$ cat src/ngts_pkg.sv
package ngts_pkg;

    localparam int MAX_CELLS = 316;
    localparam int FRAC_BITS = 16;

    localparam int CELL_W  = 9;
    localparam int FW_W    = 16;
    localparam int LABEL_W = 17;
    localparam int DU_W    = FRAC_BITS + 1;
    localparam int SU_W    = 25;
    localparam int SEG_W   = 32;

    // Register indexes of the configuration port.
    localparam logic [1:0] REG_CELL_COUNT  = 2'd0;
    localparam logic [1:0] REG_FONT_WEIGHT = 2'd1;

    // Segment geometry on a scale of 100 * 2^(FRAC_BITS+2) per digit box.
    localparam logic signed [SEG_W-1:0] SEG_Q = 32'sd26214400;
    localparam logic signed [SEG_W-1:0] SEG_M = 32'sd2621440;

    typedef struct packed {
        logic s1;
        logic s2;
        logic s3;
        logic s4;
        logic s5;
    } stage_en_t;

    typedef struct packed {
        logic [LABEL_W-1:0] label;
        logic               chk;
        logic               ok;
        logic [2:0]         pow_sel;
        logic [DU_W-1:0]    du;
        logic [FRAC_BITS-1:0] cv;
    } cell_res_t;

    typedef struct packed {
        logic [LABEL_W-1:0]     label;
        logic                   chk;
        logic                   ok;
        logic [3:0]             digit;
        logic [SU_W-1:0]        su;
        logic signed [SEG_W-1:0] vv;
        logic                   low;
    } digit_res_t;

    // Lit segments of a decimal digit, bit s for segment s.
    function automatic logic [7:0] lit_mask(input logic [3:0] d);
        logic [7:0] r;
        case (d)
            4'd0: r = 8'hEE;
            4'd1: r = 8'h28;
            4'd2: r = 8'hDA;
            4'd3: r = 8'hBA;
            4'd4: r = 8'h3C;
            4'd5: r = 8'hB6;
            4'd6: r = 8'hF6;
            4'd7: r = 8'h2A;
            4'd8: r = 8'hFE;
            4'd9: r = 8'hBE;
            default: r = 8'h00;
        endcase
        return r;
    endfunction

    // Reciprocal of 10^k on a scale of 2^34, rounded up.
    function automatic logic [30:0] recip_pow10(input logic [2:0] k);
        logic [30:0] r;
        case (k)
            3'd1: r = 31'd1717986919;
            3'd2: r = 31'd171798692;
            3'd3: r = 31'd17179870;
            3'd4: r = 31'd1717987;
            default: r = 31'd0;
        endcase
        return r;
    endfunction

    // Digits needed for the largest label, cells^2 - 1.
    function automatic logic [2:0] digit_count(input logic [CELL_W-1:0] c);
        logic [2:0] r;
        if (c <= 9'd3)
            r = 3'd1;
        else if (c <= 9'd10)
            r = 3'd2;
        else if (c <= 9'd31)
            r = 3'd3;
        else if (c <= 9'd100)
            r = 3'd4;
        else
            r = 3'd5;
        return r;
    endfunction

endpackage

$ cat src/numbered_grid_texel_shader_top.sv
// Numbered grid texel shader. Each transaction on the input carries one texture
// coordinate (u_frac, v_frac) in unsigned Q0.16; each output transaction gives the
// checker parity of the grid cell, the cell number counted row-major from the
// left end of the row at the largest v_frac, and whether the point sits on a
// lit seven-segment stroke of that number drawn in the cell. The block is a
// five-stage pipeline that accepts one transaction per clock while in_stall is
// low. A result is presented on the output once it reaches the output register,
// and it is held there while out_stall is high. The stages are the coordinate
// scaling multipliers, the label multiply, the power-of-ten quotient, the decimal
// digit extraction, and the segment compare into the output register. Write
// cell_count and font_weight only while no transaction is in flight.
module numbered_grid_texel_shader_top
(
    input  logic        clk,
    input  logic        rst_n,

    input  logic        cfg_wr_en,
    input  logic [1:0]  cfg_index,
    input  logic [15:0] cfg_data,

    input  logic        in_valid,
    output logic        in_stall,
    input  logic [15:0] u_frac,
    input  logic [15:0] v_frac,

    output logic        out_valid,
    input  logic        out_stall,
    output logic        checker_pick,
    output logic        on_digit,
    output logic [16:0] cell_label
);

    logic [8:0]  cell_count_reg;
    logic [15:0] font_weight_reg;
    logic [8:0]  cells;

    // One valid bit per stage; stage 5 is the output register.
    logic [5:1] vld_reg;
    logic [5:1] vld_next;
    logic [5:1] rdy;
    ngts_pkg::stage_en_t en;

    ngts_pkg::cell_res_t  cell_res;
    ngts_pkg::digit_res_t digit_res;

    always_ff @(posedge clk or negedge rst_n)
    begin
        if (!rst_n)
        begin
            cell_count_reg  <= 9'd10;
            font_weight_reg <= 16'd32768;
        end
        else if (cfg_wr_en)
        begin
            case (cfg_index)
                ngts_pkg::REG_CELL_COUNT:  cell_count_reg  <= cfg_data[8:0];
                ngts_pkg::REG_FONT_WEIGHT: font_weight_reg <= cfg_data;
                default: ;
            endcase
        end
    end

    // Counts above the supported grid are treated as the largest grid.
    assign cells = (cell_count_reg > 9'(ngts_pkg::MAX_CELLS)) ?
                   9'(ngts_pkg::MAX_CELLS) : cell_count_reg;

    // A stage may load when it is empty or the stage after it moves on.
    always_comb
    begin
        rdy[5] = !vld_reg[5] || !out_stall;
        rdy[4] = !vld_reg[4] || rdy[5];
        rdy[3] = !vld_reg[3] || rdy[4];
        rdy[2] = !vld_reg[2] || rdy[3];
        rdy[1] = !vld_reg[1] || rdy[2];

        en.s1 = rdy[1];
        en.s2 = rdy[2];
        en.s3 = rdy[3];
        en.s4 = rdy[4];
        en.s5 = rdy[5];

        vld_next[1] = rdy[1] ? in_valid   : vld_reg[1];
        vld_next[2] = rdy[2] ? vld_reg[1] : vld_reg[2];
        vld_next[3] = rdy[3] ? vld_reg[2] : vld_reg[3];
        vld_next[4] = rdy[4] ? vld_reg[3] : vld_reg[4];
        vld_next[5] = rdy[5] ? vld_reg[4] : vld_reg[5];
    end

    always_ff @(posedge clk or negedge rst_n)
    begin
        if (!rst_n)
        begin
            vld_reg <= '0;
        end
        else
        begin
            vld_reg <= vld_next;
        end
    end

    assign in_stall  = !rdy[1];
    assign out_valid = vld_reg[5];

    ngts_cell u_cell
    (
        .clk    (clk),
        .en     (en),
        .cells  (cells),
        .u_frac (u_frac),
        .v_frac (v_frac),
        .res    (cell_res)
    );

    ngts_digit u_digit
    (
        .clk (clk),
        .en  (en),
        .cin (cell_res),
        .res (digit_res)
    );

    ngts_seg u_seg
    (
        .clk          (clk),
        .en           (en),
        .din          (digit_res),
        .font_weight  (font_weight_reg),
        .checker_pick (checker_pick),
        .on_digit     (on_digit),
        .cell_label   (cell_label)
    );

endmodule

$ cat src/ngts_cell.sv
module ngts_cell
(
    input  logic                             clk,
    input  ngts_pkg::stage_en_t              en,
    input  logic [ngts_pkg::CELL_W-1:0]      cells,
    input  logic [ngts_pkg::FRAC_BITS-1:0]   u_frac,
    input  logic [ngts_pkg::FRAC_BITS-1:0]   v_frac,
    output ngts_pkg::cell_res_t              res
);

    logic [24:0] pu;
    logic [24:0] pv;
    logic [8:0]  col_reg;
    logic [8:0]  row_reg;
    logic [15:0] cu_reg;
    logic [15:0] cv_reg;

    logic [8:0]  rows_below;
    logic [17:0] label_w;
    logic [2:0]  ndig;
    logic [19:0] ten_cu;
    logic [19:0] box_off;
    logic [19:0] pos;
    logic [2:0]  idx;
    ngts_pkg::cell_res_t res_reg;
    ngts_pkg::cell_res_t res_next;

    assign pu = 25'(cells) * 25'(u_frac);
    assign pv = 25'(cells) * 25'(v_frac);

    always_ff @(posedge clk)
    begin
        if (en.s1)
        begin
            col_reg <= pu[24:16];
            row_reg <= pv[24:16];
            cu_reg  <= pu[15:0];
            cv_reg  <= pv[15:0];
        end
    end

    always_comb
    begin
        rows_below = cells - 9'd1 - row_reg;
        label_w    = 18'(cells) * 18'(rows_below) + 18'(col_reg);
        ndig       = ngts_pkg::digit_count(cells);
        ten_cu     = 20'(cu_reg) * 20'd10;
        box_off    = 20'(3'd5 - ndig) << 16;
        pos        = ten_cu - box_off;
        idx        = pos[19:17];

        res_next.label   = (cells == 9'd0) ? 17'd0 : label_w[16:0];
        res_next.chk     = col_reg[0] ^ row_reg[0];
        res_next.ok      = (ten_cu >= box_off) && (idx < ndig);
        res_next.pow_sel = ndig - 3'd1 - idx;
        res_next.du      = pos[16:0];
        res_next.cv      = cv_reg;
    end

    always_ff @(posedge clk)
    begin
        if (en.s2)
        begin
            res_reg <= res_next;
        end
    end

    assign res = res_reg;

endmodule

$ cat src/ngts_digit.sv
module ngts_digit
(
    input  logic                  clk,
    input  ngts_pkg::stage_en_t   en,
    input  ngts_pkg::cell_res_t   cin,
    output ngts_pkg::digit_res_t  res
);

    logic [47:0] quot_w;
    logic [16:0] quot_reg;
    logic [16:0] quot;
    logic [24:0] su;
    logic signed [31:0] sv;
    logic [16:0] label3_reg;
    logic        chk3_reg;
    logic        ok3_reg;
    logic [24:0] su3_reg;
    logic signed [31:0] sv3_reg;

    logic [35:0] q10_w;
    logic [16:0] q10;
    logic [16:0] rem;
    ngts_pkg::digit_res_t res_reg;
    ngts_pkg::digit_res_t res_next;

    // Integer quotient by the selected power of ten, through its reciprocal.
    always_comb
    begin
        quot_w = 48'(cin.label) * 48'(ngts_pkg::recip_pow10(cin.pow_sel));
        quot   = (cin.pow_sel == 3'd0) ? cin.label : 17'(quot_w >> 34);
        su     = 25'(cin.du) * 25'd200;
        sv     = (32'sd458752 - $signed({16'd0, cin.cv}) * 32'sd10) * 32'sd100;
    end

    always_ff @(posedge clk)
    begin
        if (en.s3)
        begin
            quot_reg   <= quot;
            label3_reg <= cin.label;
            chk3_reg   <= cin.chk;
            ok3_reg    <= cin.ok;
            su3_reg    <= su;
            sv3_reg    <= sv;
        end
    end

    // Last decimal digit of the quotient; the lower half mirrors onto the upper.
    always_comb
    begin
        q10_w = 36'(quot_reg) * 36'd419431;
        q10   = 17'(q10_w >> 22);
        rem   = quot_reg - q10 * 17'd10;

        res_next.label = label3_reg;
        res_next.chk   = chk3_reg;
        res_next.ok    = ok3_reg;
        res_next.digit = rem[3:0];
        res_next.su    = su3_reg;
        res_next.low   = (sv3_reg <<< 1) > ngts_pkg::SEG_Q;
        res_next.vv    = res_next.low ? (ngts_pkg::SEG_Q - sv3_reg) : sv3_reg;
    end

    always_ff @(posedge clk)
    begin
        if (en.s4)
        begin
            res_reg <= res_next;
        end
    end

    assign res = res_reg;

endmodule

$ cat src/ngts_seg.sv
module ngts_seg
(
    input  logic                           clk,
    input  ngts_pkg::stage_en_t            en,
    input  ngts_pkg::digit_res_t           din,
    input  logic [ngts_pkg::FW_W-1:0]      font_weight,
    output logic                           checker_pick,
    output logic                           on_digit,
    output logic [ngts_pkg::LABEL_W-1:0]   cell_label
);

    function automatic logic [2:0] upper_seg(
        input logic signed [31:0] u,
        input logic signed [31:0] v,
        input logic signed [31:0] t
    );
        logic signed [31:0] q;
        logic signed [31:0] m;
        logic [2:0] r;
        q = ngts_pkg::SEG_Q;
        m = ngts_pkg::SEG_M;
        if (u < 2 * m || q - 2 * m < u || v < m)
            r = 3'd0;
        else if (u > 2 * (m + t) && u < q - 2 * (m + t) && v > m + t && 2 * v < q - t)
            r = 3'd0;
        else if (u - 2 * v > 0 && u + 2 * v < q)
            r = 3'd1;
        else if (u + 4 * v > 2 * m + 2 * q && u - 4 * v < -2 * m - q)
            r = 3'd4;
        else if (2 * u < q)
            r = 3'd2;
        else
            r = 3'd3;
        return r;
    endfunction

    logic signed [31:0] thick;
    logic [2:0] seg_up;
    logic [2:0] seg;
    logic [7:0] mask;
    logic       chk_reg;
    logic       hit_reg;
    logic [16:0] label_reg;

    always_comb
    begin
        thick  = $signed(32'(font_weight) * 32'd48);
        seg_up = upper_seg($signed(32'(din.su)), din.vv, thick);
        seg    = din.low ? 3'(4'd8 - 4'(seg_up)) : seg_up;
        mask   = ngts_pkg::lit_mask(din.digit);
    end

    always_ff @(posedge clk)
    begin
        if (en.s5)
        begin
            chk_reg   <= din.chk;
            hit_reg   <= din.ok & mask[seg];
            label_reg <= din.label;
        end
    end

    assign checker_pick = chk_reg;
    assign on_digit     = hit_reg;
    assign cell_label   = label_reg;

endmodule
$ cat config.mk
export PLATFORM = sky130hd
export DESIGN_NAME = numbered_grid_texel_shader_top
export DESIGN_NICKNAME = d
export VERILOG_FILES = /design/src/ngts_pkg.sv /design/src/numbered_grid_texel_shader_top.sv /design/src/ngts_cell.sv /design/src/ngts_digit.sv /design/src/ngts_seg.sv
export SDC_FILE = /design/constraint.sdc
export NUM_CORES = 2
export LEC_CHECK = 0
export BUFFER_PORTS_ARGS = -buffer_cell sky130_fd_sc_hd__buf_4
export CAP_MARGIN = 0
export CORE_ASPECT_RATIO = 0.5
export CORE_MARGIN = 4
export CORE_UTILIZATION = 59
export CTS_CLUSTER_DIAMETER = 150
export DETAILED_ROUTE_END_ITERATION = 12
export HOLD_SLACK_MARGIN = 0.03
export PLACE_DENSITY = 0.75
export SKIP_CTS_REPAIR_TIMING = 1
export SYNTH_ARGS = -nofsm -noshare
export SYNTH_HDL_FRONTEND = slang
export SYNTH_HIERARCHICAL = 1
export SYNTH_SLANG_ARGS = --single-unit
export TNS_END_PERCENT = 50
$ cat constraint.sdc
create_clock -name clk -period 10.2 [get_ports clk]
set_input_delay 2.04 -clock clk [delete_from_list [all_inputs] [get_ports clk]]
set_output_delay 2.04 -clock clk [all_outputs]
set_load 0.02 [all_outputs]
==> metrics.txt <==
Avg Inst Size Synth about 9.5 sq um; antenna cells 0; Starting Density between 50% and 60%; Die W between 400 and 500 microns; Yosys Warn Count 6; total gr overflow 0; CP Data Arrival Time roughly 9400 ps; top post-synthesis cells by area fa_1 (26%), ha_1 (19%), edfxtp_1 (16%); CTS Buffer Depth 3; crit end category register; post-DP HPWL about 130000 microns; R2R depth 24; largest net degree at the start of global routing between 70 and 80; initial antenna violation count 3; detailed-route via count roughly 41000; first-pass GRT wire length 241000 microns; Primary FF master, synth edfxtp_1; Final Hold Vio Count 0; DRC viols 0; Mapped Cells 5681; Post-synth ARST share just under 10%; design area 0.0569 sq mm; first drt pass iteration count 6; pre-CTS WS around 1400 ps; kind of critical path register to register; Clock Latency Late Sink ~560 ps; Syn Std Cell Area roughly 0.054 sq mm; Root Buffer clkbuf_16; Fin Setup TNS 0 ps; final net count a little over 7000; share of layout cells above drive strength 1 between 5 and 6%; max FFs per register 75; I/O pin total 76; crit-path max FO 18; Max Cap Violations 0; Final Util between 60% and 70%; Final Max Slew Viols 0; crit start category register; CTS tree built; CTS sink cnt roughly 310; Area Overhead vs Synth 5.11%; die height roughly 220 microns; Layout Skew ~35 ps; placed inst area between 0.05 and 0.06 sq mm; Tightest Pin Transition between 1000 and 1500 ps; Netlist cell types about 110; hold-critical path depth 0; HP Class register to register; relative slew slack between 20% and 30%; leading area contributor after synthesis fa_1; #FFs+latches synth around 310; Worst-path clk slew approximately 70 ps; synth cell count leaders inv_1 (1171), ha_1 (818), fa_1 (711), nand2_1 (464), edfxtp_1 (282); GRT Util Overall between 30% and 40%; Post-synth EDFFs ~280; gpl congestion 1.05; vias in the first global route approximately 43000; Die ar. approximately 0.097 sq mm; top-count cell post-synth inv_1; drt wl/cell 21.9 microns; Routed WL around 150000 microns; Iter 0 DRT Violations about 3500; Yosys top cell area share around a quarter; period utilization between 80% and 90%; Req. time, crit path ~11000 ps; CORE AREA 0.0908 sq mm; row count roughly 80; H-tree depth 2; TritonCTS Buffers 34; RSZ-0062 raised after global routing false; final setup vio count 0; vias per inst a little under 6; setup ws final around 1300 ps; min cycle time layout just under 9000 ps; sequential area share after synthesis between 10% and 20%; status finished, final reports clean; Fmax achieved roughly 110 MHz; Port Buf Inserts 75; antenna viol nets, final 0
[through the flow]
stage	hold WS (ps)	std cells
after detailed placement	405	6832
final	401	6893
after global routing	404	6893
after floorplan	400	5686
after CTS	383	6893
after global placement	401	6832
[worst paths after layout]
check | slack [ps] | end | startpoint
worst max-delay path | 1260 | u_digit/quot_reg[12] | u_cell/res[35]
worst max register to register | 1260 | u_digit/quot_reg[12] | u_cell/res[35]
min in group asynchronous | 1420 | vld_reg[3] | rst_n
max in group asynchronous | 8430 | font_weight_reg[15] | rst_n
worst min-delay path | 400 | u_cell/res[13] | u_cell/cv_reg[13]
worst min register to register | 400 | u_cell/res[13] | u_cell/cv_reg[13]
[routing by layer]
metal  GRT usage [%]  vias to the layer above  part of all wire [%]
li1                -                    18644                     -
met2            49.7                     1566                    45
met3            5.38                      320                   7.5
met4            10.5                        0                   4.0
met1            44.6                    20191                    44
met5               0                        -                     0
[worst max-delay path: stages (launching register included)]
cell and delay (ps):
edfxtp_1 550, nor2b_1 340, nor2b_2 910, nand2_1 320, inv_1 180, nor2_1 80
fa_1 540, fa_1 580, inv_1 60, fa_1 510, fa_1 550, fa_1 570
inv_1 70, fa_1 550, inv_1 60, ha_1 330, a221oi_1 230, o21ai_0 260
nor4_1 520, o41ai_1 190, o2111ai_1 240, a21oi_1 210, a221o_1 370, or4b_1 480
nand3_1 100
[placed cells by master (no fill, tap or decap), types with 52 or more instances in the layout]
cell type	synthesis	final
nor2_1	238	236
nand2_1	464	463
xor2_1	86	86
xnor2_1	155	155
a21o_1	82	82
nand3_1	58	56
a21oi_1	233	233
and2_1	185	185
o21ai_0	137	137
nor3_1	67	66
fa_1	711	711
nand2b_1	61	59
buf_4	13	102
nor2b_1	55	52
inv_1	1171	1170
edfxtp_1	282	282
ha_1	818	818
[logic make-up (layout without fill, tap and decap cells)]
family                   Yosys count  count (layout)  share of synthesized area [%]
AO/OA/AOI/OAI                    850             850                           10.8
XOR/XNOR                         242             242                           3.93
buffers and inverters           1329            1336                           9.40
adder cells (fa/ha/maj)         1529            1529                           45.2
flip-flops                       312             312                           17.0
multiplexers                      50              50                           1.07
other                              3               8                         0.0208
AND/OR/NAND/NOR                 1366            1366                           12.6
[area by class of cell]
type                       instances  area, sq um
inverter                        1173         4400
clock inverter                    16          139
clock buffer                      45          933
sequential                       312         9220
multi-input combinational       4045        39900
fill                            7561        33900
tap                             1200         1500
timing repair buffer             102          766
Power is left out: the tool's default activity adds up to more than one toggle a clock period on the data nets, which glitch-free logic cannot reach.
